## src/rtl/pfed_pkg.sv

```systemverilog
// ============================================================================
// pfed_pkg
// Shared types, codes and the fault pattern table of the PMIC fault pattern
// event detector.
// ============================================================================
package pfed_pkg;

    localparam int NUM_MODULES     = 6;
    localparam int NUM_FAULT_TYPES = 17;
    localparam int TABLE_ROWS      = 17;
    localparam int PAT_LEN         = 6;
    localparam int MOD_W           = 3;
    localparam int FT_W            = 5;
    localparam int LEN_W           = 8;
    localparam int REC_W           = 80;
    localparam int MOD_IDX_W       = (NUM_MODULES > 1) ? $clog2(NUM_MODULES) : 1;

    // Queue between front and back; the depth must be a power of two.
    localparam int QUEUE_DEPTH = 4;
    localparam int QPTR_W      = $clog2(QUEUE_DEPTH);
    localparam int QCNT_W      = $clog2(QUEUE_DEPTH + 1);

    localparam logic OP_COMPARE  = 1'b0;
    localparam logic OP_SET_FLAG = 1'b1;

    localparam logic [1:0] PATH_ENGINE = 2'd0;
    localparam logic [1:0] PATH_DIRECT = 2'd1;

    typedef enum logic [1:0] {
        ST_OK         = 2'd0,
        ST_BAD_MODULE = 2'd1,
        ST_BAD_TYPE   = 2'd2,
        ST_BAD_PATH   = 2'd3
    } status_t;

    // One accepted item as the back end sees it: the events still to be
    // reported, in rising fault-type order, and the closing status.
    typedef struct packed {
        logic [NUM_FAULT_TYPES-1:0] events;
        logic [MOD_W-1:0]           mod_idx;
        status_t                    status;
    } pfed_cmd_t;

    localparam logic [3:0] POS_ENGINE [PAT_LEN] = '{4'd3, 4'd4, 4'd6, 4'd7, 4'd8, 4'd9};
    localparam logic [3:0] POS_DIRECT [PAT_LEN] = '{4'd0, 4'd1, 4'd3, 4'd4, 4'd5, 4'd6};

    localparam logic [7:0] MASKS [TABLE_ROWS][PAT_LEN] = '{
        '{8'h02, 8'h08, 8'h00, 8'h00, 8'h00, 8'h00},
        '{8'h02, 8'h04, 8'h00, 8'h00, 8'h00, 8'h00},
        '{8'h02, 8'h02, 8'h00, 8'h00, 8'h00, 8'h00},
        '{8'h02, 8'h01, 8'h00, 8'h00, 8'h00, 8'h00},
        '{8'h04, 8'h00, 8'h00, 8'h00, 8'h00, 8'h00},
        '{8'h00, 8'h00, 8'h02, 8'h00, 8'h02, 8'h00},
        '{8'h02, 8'h80, 8'h00, 8'h00, 8'h00, 8'h00},
        '{8'h02, 8'h40, 8'h00, 8'h00, 8'h00, 8'h00},
        '{8'h02, 8'h20, 8'h00, 8'h00, 8'h00, 8'h00},
        '{8'h02, 8'h10, 8'h00, 8'h00, 8'h00, 8'h00},
        '{8'h00, 8'h00, 8'h80, 8'h00, 8'h00, 8'h00},
        '{8'h00, 8'h00, 8'h00, 8'h10, 8'h02, 8'h00},
        '{8'h00, 8'h00, 8'h00, 8'h80, 8'h02, 8'h00},
        '{8'h00, 8'h00, 8'h00, 8'h20, 8'h02, 8'h00},
        '{8'h00, 8'h00, 8'h00, 8'h0F, 8'h02, 8'h00},
        '{8'h00, 8'h00, 8'h00, 8'h00, 8'h02, 8'hF0},
        '{8'h00, 8'h00, 8'h40, 8'h00, 8'h00, 8'h00}
    };

endpackage

```

## src/rtl/pfed_front.sv

```systemverilog
// ============================================================================
// pfed_front
// Accepts items, matches the record against the pattern table, keeps the
// per-module fault flags and hands a command to the queue.
// ============================================================================
module pfed_front (
    input  logic                         aclk,
    input  logic                         aresetn,
    input  logic                         in_valid,
    input  logic                         in_op,
    input  logic [pfed_pkg::MOD_W-1:0]   in_mod,
    input  logic [1:0]                   in_path,
    input  logic [pfed_pkg::LEN_W-1:0]   in_len,
    input  logic [pfed_pkg::REC_W-1:0]   in_rec,
    input  logic [pfed_pkg::FT_W-1:0]    in_ftype,
    input  logic                         q_full,
    output logic                         push,
    output pfed_pkg::pfed_cmd_t          push_cmd
);

    logic [pfed_pkg::NUM_FAULT_TYPES-1:0] flags_reg [pfed_pkg::NUM_MODULES];
    logic [pfed_pkg::NUM_FAULT_TYPES-1:0] flags_next;
    logic [pfed_pkg::NUM_FAULT_TYPES-1:0] cur_flags;
    logic [pfed_pkg::NUM_FAULT_TYPES-1:0] hit;
    logic [pfed_pkg::NUM_FAULT_TYPES-1:0] type_bit;
    logic [7:0]                           sel_byte [pfed_pkg::PAT_LEN];
    logic [3:0]                           pos;
    logic [pfed_pkg::MOD_IDX_W-1:0]       idx;
    logic                                 mod_ok;
    logic                                 ftype_ok;
    logic                                 len_ok;
    logic                                 row_ok;
    logic                                 write_flags;

    assign push = in_valid && !q_full;
    assign idx  = in_mod[pfed_pkg::MOD_IDX_W-1:0];

    always_comb begin
        mod_ok    = ({1'b0, in_mod} < 4'(pfed_pkg::NUM_MODULES));
        ftype_ok  = ({1'b0, in_ftype} < 6'(pfed_pkg::NUM_FAULT_TYPES));
        cur_flags = mod_ok ? flags_reg[idx] : '0;

        // Pick the six bytes of the chosen layout; every one of them must lie
        // inside the record, whatever the masks ask for.
        len_ok = 1'b1;
        for (int r = 0; r < pfed_pkg::PAT_LEN; r++) begin
            pos = (in_path == pfed_pkg::PATH_DIRECT) ? pfed_pkg::POS_DIRECT[r]
                                                     : pfed_pkg::POS_ENGINE[r];
            sel_byte[r] = in_rec[8 * pos +: 8];
            if ({4'd0, pos} >= in_len) begin
                len_ok = 1'b0;
            end
        end

        for (int t = 0; t < pfed_pkg::NUM_FAULT_TYPES; t++) begin
            row_ok = len_ok;
            for (int r = 0; r < pfed_pkg::PAT_LEN; r++) begin
                if ((sel_byte[r] & pfed_pkg::MASKS[t][r]) != pfed_pkg::MASKS[t][r]) begin
                    row_ok = 1'b0;
                end
            end
            hit[t]      = row_ok;
            type_bit[t] = (in_ftype == 5'(t));
        end

        push_cmd.mod_idx = in_mod;
        push_cmd.events  = '0;
        write_flags      = 1'b0;
        flags_next       = cur_flags;
        priority if (!mod_ok) begin
            push_cmd.status = pfed_pkg::ST_BAD_MODULE;
        end else if (in_op == pfed_pkg::OP_SET_FLAG) begin
            if (ftype_ok) begin
                push_cmd.status = pfed_pkg::ST_OK;
                write_flags     = 1'b1;
                flags_next      = cur_flags | type_bit;
            end else begin
                push_cmd.status = pfed_pkg::ST_BAD_TYPE;
            end
        end else if (in_path != pfed_pkg::PATH_ENGINE && in_path != pfed_pkg::PATH_DIRECT) begin
            push_cmd.status = pfed_pkg::ST_BAD_PATH;
        end else begin
            // Matching patterns end up set, the others cleared; only the ones
            // that were clear before are reported.
            push_cmd.status = pfed_pkg::ST_OK;
            push_cmd.events = hit & ~cur_flags;
            write_flags     = 1'b1;
            flags_next      = hit;
        end
    end

    always_ff @(posedge aclk) begin
        if (!aresetn) begin
            for (int m = 0; m < pfed_pkg::NUM_MODULES; m++) begin
                flags_reg[m] <= '0;
            end
        end else if (push && write_flags) begin
            flags_reg[idx] <= flags_next;
        end
    end

endmodule

```

## src/rtl/pfed_queue.sv

```systemverilog
// ============================================================================
// pfed_queue
// Short command queue that decouples the front end from the result
// sequencer.
// ============================================================================
module pfed_queue (
    input  logic                aclk,
    input  logic                aresetn,
    input  logic                push,
    input  pfed_pkg::pfed_cmd_t push_cmd,
    output logic                full,
    input  logic                pop,
    output logic                head_valid,
    output pfed_pkg::pfed_cmd_t head_cmd
);

    pfed_pkg::pfed_cmd_t              mem_reg [pfed_pkg::QUEUE_DEPTH];
    logic [pfed_pkg::QPTR_W-1:0]      wr_ptr_reg;
    logic [pfed_pkg::QPTR_W-1:0]      wr_ptr_next;
    logic [pfed_pkg::QPTR_W-1:0]      rd_ptr_reg;
    logic [pfed_pkg::QPTR_W-1:0]      rd_ptr_next;
    logic [pfed_pkg::QCNT_W-1:0]      count_reg;
    logic [pfed_pkg::QCNT_W-1:0]      count_next;

    assign full       = (count_reg == pfed_pkg::QCNT_W'(pfed_pkg::QUEUE_DEPTH));
    assign head_valid = (count_reg != '0);
    assign head_cmd   = mem_reg[rd_ptr_reg];

    always_comb begin
        wr_ptr_next = push ? wr_ptr_reg + 1'b1 : wr_ptr_reg;
        rd_ptr_next = pop ? rd_ptr_reg + 1'b1 : rd_ptr_reg;
        count_next  = count_reg;
        if (push && !pop) begin
            count_next = count_reg + 1'b1;
        end else if (pop && !push) begin
            count_next = count_reg - 1'b1;
        end
    end

    always_ff @(posedge aclk) begin
        if (!aresetn) begin
            wr_ptr_reg <= '0;
            rd_ptr_reg <= '0;
            count_reg  <= '0;
        end else begin
            wr_ptr_reg <= wr_ptr_next;
            rd_ptr_reg <= rd_ptr_next;
            count_reg  <= count_next;
        end
    end

    always_ff @(posedge aclk) begin
        if (push) begin
            mem_reg[wr_ptr_reg] <= push_cmd;
        end
    end

endmodule

```

## src/rtl/pfed_back.sv

```systemverilog
// ============================================================================
// pfed_back
// Result sequencer: reports the pending events of one command, lowest fault
// type first, one per cycle unless stalled, then the closing status item.
// ============================================================================
module pfed_back (
    input  logic                aclk,
    input  logic                aresetn,
    input  logic                head_valid,
    input  pfed_pkg::pfed_cmd_t head_cmd,
    output logic                pop,
    output logic                out_valid,
    input  logic                out_ready,
    output logic                out_is_event,
    output logic [2:0]          out_mod,
    output logic [4:0]          out_ftype,
    output logic [1:0]          out_status,
    output logic                out_last
);

    pfed_pkg::pfed_cmd_t cmd_reg;
    pfed_pkg::pfed_cmd_t cmd_next;
    logic                busy_reg;
    logic                busy_next;
    logic [4:0]          low_idx;
    logic                take;

    always_comb begin
        low_idx = '0;
        for (int t = pfed_pkg::NUM_FAULT_TYPES - 1; t >= 0; t--) begin
            if (cmd_reg.events[t]) begin
                low_idx = 5'(t);
            end
        end

        out_valid    = busy_reg;
        out_is_event = |cmd_reg.events;
        out_last     = !out_is_event;
        out_mod      = out_is_event ? cmd_reg.mod_idx : '0;
        out_ftype    = out_is_event ? low_idx : '0;
        out_status   = out_is_event ? 2'(pfed_pkg::ST_OK) : 2'(cmd_reg.status);

        // The next command is loaded in the cycle its predecessor's status
        // item leaves, so there is no gap between items when one is queued.
        take      = !busy_reg || (out_ready && out_last);
        pop       = take && head_valid;
        busy_next = busy_reg;
        cmd_next  = cmd_reg;
        if (take) begin
            busy_next = head_valid;
            cmd_next  = head_cmd;
        end else if (out_ready) begin
            cmd_next.events = cmd_reg.events & (cmd_reg.events - 1'b1);
        end
    end

    always_ff @(posedge aclk) begin
        if (!aresetn) begin
            busy_reg <= 1'b0;
        end else begin
            busy_reg <= busy_next;
        end
    end

    always_ff @(posedge aclk) begin
        cmd_reg <= cmd_next;
    end

endmodule

```

## src/rtl/pmic_fault_pattern_event_detector_unit.sv

```systemverilog
// ============================================================================
// pmic_fault_pattern_event_detector_unit
// Matches power-IC error-log records against the fault pattern table and
// reports newly raised faults per memory module.
// ============================================================================
// An item is accepted whenever the four-entry command queue has room; the
// match and the fault flag update are done at acceptance. Each item then
// yields N event items plus one status item (1 to 18 items in all),
// delivered by the result sequencer one per cycle while m_tready is high.
// The fault flags are cleared by reset at once; no sweep is needed.
module pmic_fault_pattern_event_detector_unit (
    input  logic         aclk,
    input  logic         aresetn,
    input  logic         s_tvalid,
    output logic         s_tready,
    // module_index[2:0], path_select[4:3], record_length[12:5],
    // record_bytes_low[76:13], record_bytes_high[92:77], fault_type_in[97:93]
    input  logic [103:0] s_tdata,
    // operation[0]
    input  logic [0:0]   s_tuser,
    output logic         m_tvalid,
    input  logic         m_tready,
    // event_module[2:0], event_fault_type[7:3], status[9:8]
    output logic [15:0]  m_tdata,
    // is_event[0]
    output logic [0:0]   m_tuser,
    output logic         m_tlast
);

    pfed_pkg::pfed_cmd_t push_cmd;
    pfed_pkg::pfed_cmd_t head_cmd;
    logic                push;
    logic                q_full;
    logic                pop;
    logic                head_valid;
    logic [2:0]          out_mod;
    logic [4:0]          out_ftype;
    logic [1:0]          out_status;

    assign s_tready = !q_full;
    assign m_tdata  = {6'd0, out_status, out_ftype, out_mod};

    pfed_front u_front (
        .aclk     (aclk),
        .aresetn  (aresetn),
        .in_valid (s_tvalid),
        .in_op    (s_tuser[0]),
        .in_mod   (s_tdata[2:0]),
        .in_path  (s_tdata[4:3]),
        .in_len   (s_tdata[12:5]),
        .in_rec   (s_tdata[92:13]),
        .in_ftype (s_tdata[97:93]),
        .q_full   (q_full),
        .push     (push),
        .push_cmd (push_cmd)
    );

    pfed_queue u_queue (
        .aclk       (aclk),
        .aresetn    (aresetn),
        .push       (push),
        .push_cmd   (push_cmd),
        .full       (q_full),
        .pop        (pop),
        .head_valid (head_valid),
        .head_cmd   (head_cmd)
    );

    pfed_back u_back (
        .aclk         (aclk),
        .aresetn      (aresetn),
        .head_valid   (head_valid),
        .head_cmd     (head_cmd),
        .pop          (pop),
        .out_valid    (m_tvalid),
        .out_ready    (m_tready),
        .out_is_event (m_tuser[0]),
        .out_mod      (out_mod),
        .out_ftype    (out_ftype),
        .out_status   (out_status),
        .out_last     (m_tlast)
    );

endmodule

```

## config.mk

```make
export PLATFORM = sky130hd
export DESIGN_NAME = pmic_fault_pattern_event_detector_unit
export DESIGN_NICKNAME = d
export VERILOG_FILES = /design/src/rtl/pfed_pkg.sv /design/src/rtl/pfed_front.sv /design/src/rtl/pfed_queue.sv /design/src/rtl/pfed_back.sv /design/src/rtl/pmic_fault_pattern_event_detector_unit.sv
export SDC_FILE = /design/constraint.sdc
export NUM_CORES = 1
export LEC_CHECK = 0
export BUFFER_PORTS_ARGS = -buffer_cell sky130_fd_sc_hd__buf_2
export CORE_ASPECT_RATIO = 0.75
export CORE_MARGIN = 4
export CORE_UTILIZATION = 56
export CTS_CLUSTER_DIAMETER = 150
export DETAILED_ROUTE_END_ITERATION = 12
export GPL_ROUTABILITY_DRIVEN = 1
export GPL_TIMING_DRIVEN = 0
export PLACE_DENSITY_LB_ADDON = 0.1
export RECOVER_POWER = 50
export SLEW_MARGIN = 20
export SYNTH_ARGS = -nofsm -noshare
export SYNTH_HDL_FRONTEND = slang
export SYNTH_HIERARCHICAL = 1
export SYNTH_SLANG_ARGS = --single-unit
```

## constraint.sdc

```tcl
create_clock -name aclk -period 7 [get_ports aclk]
set_input_delay 2.1 -clock aclk [delete_from_list [all_inputs] [get_ports aclk]]
set_output_delay 2.1 -clock aclk [all_outputs]
set_load 0.1 [all_outputs]
```

Yosys cells after proc, flatten, opt, wreduce, memory -nomap -nowiden. Memory sizes are Yosys's and may differ from the RTL's. A register that Yosys moved wholly into a read port is not among the register bits. Cells that the tools add are included.

Register bits after elaboration: 30. Bits in writable memories: 190. Input bits: 109. Logic and storage cells: 160. Memories: 2.

Memories: u_front.flags_reg (words 6, bits a word 17, rd ports 1, clocked after Yosys merged registers in 0, wr ports 6, RTL line pfed_front.sv:21) `logic [pfed_pkg::NUM_FAULT_TYPES-1:0] flags_reg [pfed_pkg::NUM_MODULES];`; u_queue.mem_reg (words 4, bits a word 22, rd ports 1, clocked after Yosys merged registers in 1, wr ports 1, RTL line pfed_queue.sv:17) `pfed_pkg::pfed_cmd_t mem_reg [pfed_pkg::QUEUE_DEPTH];`.

Add/subtract/negate cells: 5. Order comparisons: 8. Equal/unequal tests: 21. Shift operators: 6. Multiplexer cells: 87. Bitwise logic cells: 4. Reduce and logical (&&, ||, !) cells: 20.

Operator list (count): 80-bit by 8-bit indexed part select with 8-bit output (4); 17-bit 2-to-1 mux (11); 5-bit 2-to-1 mux (18); 80-bit by 8-bit indexed part select with 2-bit output (1); 80-bit by 8-bit indexed part select with 3-bit output (1); 4-bit by 8-bit >= comparator with 1-bit output (6); 1-bit 2-to-1 mux (41); 5-bit by 4-bit == test with 1-bit output, second input constant (8); 17-bit AND (2); 17-bit OR reduction (2); 5-bit by 3-bit == test with 1-bit output, second input constant (4); 2-bit 2-to-1 mux (9); 3-bit 2-to-1 mux (6); 17-bit NOT (1); 17-bit bitwise OR (1); 17-bit by 1-bit subtractor with 17-bit output, second input constant (1); 5-bit by 2-bit == test with 1-bit output, second input constant (2); 4-bit 2-to-1 mux (2); 4-bit inequality test, second input constant (2); 1-bit logical AND (7); 2-bit nonzero test (3); 5-bit by 1-bit == test with 1-bit output, second input constant (1); 5-bit == test, second input constant (1); 1-bit logical NOT (5); other kinds (11) (12).

Longest topological paths before layout. Gate-level depths: netlist of run 1.

Word-level depth: 18. Mapped depth: 13. Gate-level depth less buffers: 12.

Cells and area by module. Netlist of run 1, hierarchy kept.

Modules (own cells, without submodules): pfed_front (times used 1, cells an instance 494, area each 5569.1 um2); pfed_queue (times used 1, cells an instance 157, area each 3624.7 um2); pfed_back (times used 1, cells an instance 119, area each 1265.0 um2); pmic_fault_pattern_event_detector_unit (times used 1, cells an instance 8, area each 52.6 um2).

Least setup slack after synthesis of run 1. No wires, ideal clock.

Kind: reg-to-output. Start: reg u_back/cmd_reg[13] (netlist name). End: out m_tdata[3]. Data arrival time: 3.232 ns. Required time: 4.900 ns. Path slack: 1.668 ns. Stages on the path, launching flop included: 5. Buffers on the path: 0. Path through: edfxtp_1 > or4_1 > or3_1 > nor2_2 > a211oi_1.

Longest elaborated chain between the ends: 10.

Ends and longest elaborated chain: start: declaration (RTL line pfed_back.sv:21) `pfed_pkg::pfed_cmd_t cmd_reg;`; start signal: assignment (RTL line pfed_back.sv:66) `cmd_reg <= cmd_next;`; 5-bit 2-to-1 mux (9 in series) (RTL line pfed_back.sv:31) `if (cmd_reg.events[t]) begin`; 5-bit 2-to-1 mux * (RTL line pfed_back.sv:40) `out_ftype = out_is_event ? low_idx : '0;`; end: declaration (RTL line pmic_fault_pattern_event_detector_unit.sv:24) `output logic [15:0] m_tdata,`.

Every way passes the cells marked *; elsewhere a longest branch is shown, timed or not.

==> impl_metrics.json, run 1 <==
{
  "drtIter0Drc": 897,
  "clk_pin_slew_ns": 0.06,
  "netlist_area_mm2": 0.0105,
  "failed_checks": "capacitance limit, slew limit",
  "grt_max_degree": 23,
  "cellPowerDensity_mw_per_mm2": 330,
  "holdCritPathClass": "flop to flop",
  "grt_pass1_vias": 7000,
  "synth_edf_count": 212,
  "critPathMaxStageDelay_ns": 0.84,
  "setup_viol": 0,
  "synthToLayoutAreaGrowth_pct": 12.6,
  "cp_common_cell": "nand2_1",
  "ctsResizeCount": 0,
  "cts.sinks": 222,
  "row_count": 43,
  "synth_seq_cells": 222,
  "crit_path_end_kind": "flop",
  "hold_buffers": 0,
  "start_util_pct": 57.0,
  "arrival_ns": 5.37,
  "drt.antenna.violating_nets": 0,
  "worstSkewPairLatency_ns": 0.50,
  "stdcell_area_mm2": 0.0118,
  "crit_path_max_fanout": 17,
  "final_max_slew_viol_count": 93,
  "fin_util_pct": 64.1,
  "dpl_cell_area_mm2": 0.0112,
  "synth-seq-area-share_pct": 62.5,
  "num_vias": 7137,
  "async_flop_share_pct": 0,
  "synth.distinct_cells": 74,
  "power_leakage_uw": 0.00426,
  "antenna_found_initial": 0,
  "ios": 129,
  "die_area_mm2": 0.0210,
  "clockBufferDepth": 3,
  "die-height_um": 127,
  "syn_inst": 778,
  "port_buffers": 74,
  "crit_type": "input pin to flop",
  "max_slew.worst_pin.slew_ns": 1.83,
  "crit_chain": "buf_2 -> nor2b_1 -> o2111ai_1 -> nor3_4 -> nand2_1 -> nand2_1",
  "cts_made_buffers": 23,
  "slowest_stage": "nor2b_1",
  "cts-root-buf": "clkbuf_16",
  "grtUsageTotal_pct": 25.2,
  "viasPerCell": 6.23,
  "overflow": 0,
  "fin_cells": 1145,
  "synth.most_common_cell": "edfxtp_1",
  "fin_nets": 1001,
  "drc": 0,
  "drtPass1Iterations": 8,
  "drive_gt1_share_pct": 21.6,
  "fmax_mhz": 190,
  "dp_hpwl_um": 19700,
  "place_congestion": 0.988,
  "die_w_um": 166,
  "hold_viol": 0,
  "maxCapViolations": 5,
  "ys_warn_count": 6,
  "synth_common_cells": "212 x edfxtp_1, 122 x nor2_1, 67 x nand2_1",
  "htree_levels": 1,
  "antenna_cells": 0,
  "status": "complete, but fails checks",
  "fp.coreArea_mm2": 0.0185,
  "relSlewSlack_pct": -21.9,
  "dp.cells": 1105,
  "ir_drop_uv": 171,
  "period_share_pct": 75.1,
  "rsz0062_at_grt": "false",
  "routed_wl_um": 26800,
  "startpoint_type": "input pin",
  "finalPower_uw": 3910,
  "grt_pass1_wl_um": 40700,
  "finClkSkew_ns": 0.00716,
  "cts_tree": "built",
  "avgSynthCellArea_um2": 13.5,
  "synthFlopType": "edfxtp_1",
  "synth_area_leaders": "edfxtp_1 61%, mux4_2 7.9%, nor2_1 4.4%",
  "synth_top_area_share_pct": 60.6,
  "post-cts-setup-buffers": 0,
  "tns_ns": 0,
  "min_period_ns": 5.25,
  "fillCellCount": 1439,
  "synth_top_area_cell": "edfxtp_1",
  "largest_reg_flops": 102,
  "routedWlPerCell_um": 23.4,
  "crit_required_ns": 7.12
}
==> metrics by stage <==
step	setup WS (ns)	hold slack, ns
5_1_grt	1.63	0.596
3_3_place_gp	1.09	0.479
2_1_floorplan	1.67	0.467
6_report	1.75	0.570
4_1_cts	2.09	0.549
3_5_place_dp	1.67	0.540
==> cell families (layout without fill, tap and decap cells) <==
logic type	Yosys count	count (layout)	synth area share (%)
AND/OR/NAND/NOR	297	297	13.7
flip-flops	222	222	62.5
AO/OA/AOI/OAI	112	112	7.87
multiplexers	67	67	11.2
buffers and inverters	65	180	3.11
adder cells (fa/ha/maj)	9	9	1.14
XOR/XNOR	5	5	0.417
other	1	6	0.0357
==> cells in the final DEF, fill, tap and decap left out, types with 12 or more instances in the layout <==
cell	synthesis	final
a21oi_1	27	27
and3_1	16	16
buf_2	12	78
clkbuf_1	12	29
clkbuf_16	0	23
edfxtp_1	212	212
inv_1	21	22
mux2i_1	17	17
mux4_2	37	37
nand2_1	67	67
nand3_1	16	16
nor2_1	122	122
nor2b_1	12	12
==> report_power, final <==
part / total [uW] / switching, uW / internal, uW / leakage, uW
registers: 1770 / 119 / 1660 / 0.00220
clock network: 1160 / 485 / 676 / 0.000351
logic: 972 / 650 / 322 / 0.00171
==> worst paths after layout <==
path	from	to	slack, ns	depth (start not counted)
worst min register to register	u_queue/count_reg[2]	u_queue/count_reg[2]	0.57	2
worst max register to register	u_back/cmd_reg[13]	u_queue/count_reg[2]	2.86	13
worst min-delay path	u_queue/count_reg[2]	u_queue/count_reg[2]	0.57	2
worst max-delay path	s_tvalid	u_front/flags_reg[0][15]	1.75	6
==> area by class of cell <==
class / count / area [um2] / area share (%)
clock inverter: 13 / 119 / 1.00
buffer: 41 / 209 / 1.77
timing repair buffer: 75 / 373 / 3.15
sequential: 222 / 6570 / 55.5
multi-input combinational: 496 / 3580 / 30.2
clock buffer: 27 / 591 / 4.99
tap: 247 / 309 / 2.61
inverter: 24 / 90.1 / 0.761
==> worst max-delay path, delay by kind of cell <==
kind | cells | cell delay (ns)
AND/OR/NAND/NOR | 4 | 2.43
AO/OA/AOI/OAI | 1 | 0.76
buffers and inverters | 1 | 0.07
==> routing by layer <==
layer | part of all wire [%] | GRT usage [%]
met5 | 0 | 0
met4 | 1.7 | 5.14
met3 | 10 | 7.57
met2 | 45 | 38.3
met1 | 43 | 36.8
Note: power is estimated with default switching activity, not from simulation.
==> run 2: changes to the inputs <==
--- a/config.mk
+++ b/config.mk
@@ -8,7 +8,7 @@
 export BUFFER_PORTS_ARGS = -buffer_cell sky130_fd_sc_hd__buf_2
 export CORE_ASPECT_RATIO = 0.75
 export CORE_MARGIN = 4
-export CORE_UTILIZATION = 56
+export CORE_UTILIZATION = 52
 export CTS_CLUSTER_DIAMETER = 150
 export DETAILED_ROUTE_END_ITERATION = 12
 export GPL_ROUTABILITY_DRIVEN = 1
==> constraint.sdc (replaced) <==
create_clock -name aclk -period 4.25 [get_ports aclk]
set_input_delay 1.275 -clock aclk [delete_from_list [all_inputs] [get_ports aclk]]
set_output_delay 1.275 -clock aclk [all_outputs]
set_load 0.1 [all_outputs]
==> impl_metrics.json, run 2 (same netlist as run 1, synthesis figures left out) <==
{
  "arrival_ns": 4.30,
  "fin_util_pct": 60.7,
  "ir_drop_uv": 394,
  "drc": 0,
  "holdCritPathClass": "flop to flop",
  "ios": 129,
  "dp_hpwl_um": 19600,
  "seq_area_mm2": 0.00657,
  "reg2reg_setup_slack_ns": 0.31,
  "dpl_cell_area_mm2": 0.0112,
  "multiInputGateArea_mm2": 0.00360,
  "maxCapViolations": 5,
  "setup_viol": 0,
  "port_buffers": 74,
  "dp.cells": 1111,
  "layout_commonest_cell": "edfxtp_1",
  "largest_reg_flops": 102,
  "drtIter0Drc": 955,
  "synthToLayoutAreaGrowth_pct": 13.1,
  "p_int_uw": 4400,
  "routedWlPerCell_um": 23.6,
  "crit_type": "input pin to flop",
  "final_max_slew_viol_count": 102,
  "grt_pass1_vias": 7051,
  "grt_pass1_wl_um": 41200,
  "die_w_um": 172,
  "fmax_mhz": 245,
  "fillCellCount": 1549,
  "place_congestion": 0.975,
  "routed_wl_um": 27100,
  "min_period_ns": 4.09,
  "power_leakage_uw": 0.00427,
  "stdcell_area_mm2": 0.0119,
  "cts-root-buf": "clkbuf_16",
  "clockBufferDepth": 3,
  "grtUsageTotal_pct": 24.0,
  "crit_path_max_fanout": 9,
  "failed_checks": "capacitance limit, slew limit",
  "status": "complete, but fails checks",
  "max_slew.worst_pin.slew_ns": 1.91,
  "start_util_pct": 53.6,
  "row_count": 44,
  "fin_cells": 1151,
  "drt.antenna.violating_nets": 0,
  "power_frac_comb_pct": 24.7,
  "setup_ws_ns": 0.162,
  "viasPerCell": 6.24,
  "crit_required_ns": 4.46,
  "rsz0062_at_grt": "false",
  "overflow": 0,
  "cts_made_buffers": 23,
  "power_frac_seq_pct": 45.3,
  "worstSkewPairLatency_ns": 0.52,
  "p_switching_uw": 2050,
  "fp.coreArea_mm2": 0.0196,
  "htree_levels": 1,
  "period_share_pct": 96.2,
  "startpoint_type": "input pin",
  "cts_tree": "built",
  "switching_share_pct": 31.8,
  "crit_path_end_kind": "flop",
  "hold_viol": 0,
  "antenna_found_initial": 1,
  "cts.sinks": 222,
  "p_clk_share_pct": 30.0,
  "die-height_um": 131,
  "drive_gt1_share_pct": 22.1,
  "finClkSkew_ns": 0.0126,
  "clk_pin_slew_ns": 0.06,
  "layout_common_cells": "212 x edfxtp_1, 122 x nor2_1, 81 x buf_2",
  "grt_max_degree": 23,
  "drtPass1Iterations": 7,
  "place_ws_ns": -0.0465,
  "num_vias": 7182,
  "post-cts-setup-buffers": 0,
  "hold_buffers": 0,
  "fin_nets": 1001,
  "cellPowerDensity_mw_per_mm2": 543,
  "holdWs_ns": 0.524,
  "relSlewSlack_pct": -27.2,
  "die_area_mm2": 0.0226,
  "ctsResizeCount": 0
}
[run 2: metal layers]
| layer | up-vias | track usage, % | routed length, um |
|---|---|---|---|
| met4 | 0 | 5.54 | 500 |
| met2 | 383 | 35.0 | 12100 |
| met1 | 3582 | 37.5 | 11900 |
| met3 | 43 | 5.05 | 2680 |
| met5 | - | 0.652 | 0 |
| li1 | 3174 | - | - |
[run 2: path summary, 6_finish.rpt]
check | from | to | depth (start not counted)
max | s_tdata[93] | u_front/flags_reg[5][15] | 5
min | u_queue/count_reg[2] | u_queue/count_reg[2] | 2
max reg2reg | u_back/cmd_reg[5] | u_queue/count_reg[2] | 13
min reg2reg | u_queue/count_reg[2] | u_queue/count_reg[2] | 2
[run 2: critical path: stages]
cell,delay [ns]
buf_2,0.15
nor4_1,0.86
o2111ai_2,0.40
o21ai_0,1.31
buf_6,0.29
[run 2: area by class of cell]
type | instances | area share, %
timing repair buffer | 75 | 3.16
clock buffer | 32 | 5.21
inverter | 24 | 0.758
antenna | 1 | 0.0210
buffer | 41 | 1.83
tap | 253 | 2.66
clock inverter | 7 | 0.852
sequential | 222 | 55.2
multi-input combinational | 496 | 30.3
[run 2: per-stage QoR]
stage	total power [uW]	TNS, ns
floorplan	4130	0
global placement	4510	-13.91
detailed placement	4570	-0.772
CTS	6500	0
global route	6740	0
finish	6460	0
[run 2: power by group through the flow]
stage / Sequential, uW / Combinational [uW] / Clock (uW)
finish: 2920 / 1590 / 1940
CTS: 2910 / 1610 / 1970
detailed placement: 2960 / 1610 / 0
global route: 2950 / 1710 / 2070
global placement: 2940 / 1570 / 0
floorplan: 2920 / 1210 / 0
==> run 3: changes to the inputs <==
--- a/config.mk
+++ b/config.mk
@@ -8,7 +8,7 @@
 export BUFFER_PORTS_ARGS = -buffer_cell sky130_fd_sc_hd__buf_2
 export CORE_ASPECT_RATIO = 0.75
 export CORE_MARGIN = 4
-export CORE_UTILIZATION = 52
+export CORE_UTILIZATION = 45
 export CTS_CLUSTER_DIAMETER = 150
 export DETAILED_ROUTE_END_ITERATION = 12
 export GPL_ROUTABILITY_DRIVEN = 1
==> impl_metrics.json, run 3 (same netlist as run 1, synthesis figures left out) <==
{
  "status": "complete, but fails checks",
  "failed_checks": "capacitance limit, slew limit",
  "fin_cells": 1198,
  "min_delay_path_depth": 2,
  "arrival_ns": 2.74,
  "grtUsageMet2_pct": 31.3,
  "cellPowerDensity_mw_per_mm2": 533,
  "crit_type": "flop to output pin",
  "maxCapViolations": 4,
  "seq_area_mm2": 0.00657,
  "place_ws_ns": -0.0146,
  "dp_hpwl_um": 19900,
  "start_util_pct": 45.7,
  "reg2reg_from": "u_back/cmd_reg[10]",
  "num_vias": 7086,
  "drc": 0,
  "reg2reg_depth": 13,
  "routed_wl_um": 27700,
  "crit_path_end_kind": "output pin",
  "clk_pin_slew_ns": 0.06,
  "setup_ws_ns": 0.237,
  "routedWlPerCell_um": 23.2,
  "ios": 129,
  "period_share_pct": 94.4,
  "crit_required_ns": 2.97,
  "min_period_ns": 4.01,
  "drt.antenna.violating_nets": 0,
  "clockBufferDepth": 3,
  "ir_drop_uv": 309,
  "ctsResizeCount": 0,
  "largest_reg_flops": 102,
  "layout_commonest_cell": "edfxtp_1",
  "worstSkewPairLatency_ns": 0.52,
  "drtIter0Drc": 881,
  "reg2reg_setup_slack_ns": 0.38,
  "startpoint_type": "flop",
  "max_slew.worst_pin.slew_ns": 1.84,
  "die_w_um": 184,
  "hold_buffers": 0,
  "synthToLayoutAreaGrowth_pct": 13.0,
  "die-height_um": 140,
  "hp-start": "u_queue/count_reg[2]",
  "holdCritPathClass": "flop to flop",
  "relSlewSlack_pct": -23.0,
  "die_area_mm2": 0.0259,
  "setup_viol": 0,
  "fmax_mhz": 249,
  "port_buffers": 74,
  "viasPerCell": 5.91,
  "layout_common_cells": "212 x edfxtp_1, 122 x nor2_1, 80 x buf_2",
  "fillCellCount": 1962,
  "hold_viol": 0,
  "multiInputGateArea_mm2": 0.00359,
  "dpl_cell_area_mm2": 0.0113,
  "antenna_found_initial": 1,
  "overflow": 0,
  "grt_max_degree": 23,
  "stdcell_area_mm2": 0.0119,
  "power_leakage_uw": 0.00424,
  "htree_levels": 1,
  "drtPass1Iterations": 5,
  "grtUsageTotal_pct": 21.3,
  "r2r-end": "u_queue/count_reg[2]",
  "fin_nets": 1000,
  "cts.sinks": 222,
  "grt_pass1_wl_um": 41600,
  "finClkSkew_ns": 0.0276,
  "grt_pass1_vias": 6912,
  "grt.busiest_layer": "met1",
  "cts_made_buffers": 22,
  "cts-root-buf": "clkbuf_16",
  "final_max_slew_viol_count": 92,
  "place_congestion": 0.920,
  "use_met1_pct": 33.6,
  "grtUsageMet3_pct": 3.82,
  "fp.coreArea_mm2": 0.0230,
  "cts_tree": "built",
  "rsz0062_at_grt": "false",
  "whs_endpoint": "u_queue/count_reg[2]",
  "drive_gt1_share_pct": 21.9,
  "post-cts-setup-buffers": 0,
  "crit_path_max_fanout": 6,
  "dp.cells": 1158,
  "row_count": 48
}
-- run 3: area by class of cell --
cell class	count	share of cell area (%)
sequential	222	55.3
multi-input combinational	496	30.2
clock buffer	24	4.70
timing repair buffer	75	3.16
tap	300	3.16
buffer	41	1.82
clock inverter	15	0.927
inverter	24	0.758
antenna	1	0.0211
-- run 3: metrics by stage --
step	util (%)	total power, uW	TNS, ns	hold slack [ns]
2_1_floorplan	-	4130	0	0.467
3_3_place_gp	49.1	4530	-16.98	0.477
3_5_place_dp	49.2	4580	-0.237	0.496
4_1_cts	52.1	6390	0	0.509
5_1_grt	51.7	6620	0	0.548
6_report	51.7	6330	0	0.519
-- run 3: how the worst max path moves through the flow --
stage | startpoint | end | slack [ns] | cells past startpoint
2_1_floorplan | u_back/cmd_reg[5] | m_tdata[4] | 0.16 | 1
3_3_place_gp | s_tdata[1] | u_front/flags_reg[5][4] | -1.0 | 6
3_5_place_dp | s_tvalid | u_front/flags_reg[0][3] | -0.01 | 6
4_1_cts | u_back/cmd_reg[14] | m_tlast | 0.21 | 4
5_1_grt | s_tdata[93] | u_front/flags_reg[0][7] | 0.12 | 6
6_report | u_back/cmd_reg[14] | m_tlast | 0.24 | 4
-- run 3: power by group --
part | internal [uW] | total [uW] | switching [uW]
logic | 537 | 1610 | 1070
clock network | 1010 | 1810 | 801
registers | 2730 | 2920 | 191
total | 4270 | 6330 | 2060
-- run 3: routing by layer --
metal / share of wire, % / vias up
met5: 0 / -
met4: 1.8 / 0
met3: 9.3 / 40
met2: 44 / 358
met1: 45 / 3517
li1: - / 3171
-- run 3: critical path, stage by stage, from the launching register on --
cell,delay [ns]
edfxtp_1,0.49
or4_1,0.63
or3_1,0.38
nor2_4,0.24
buf_2,0.48
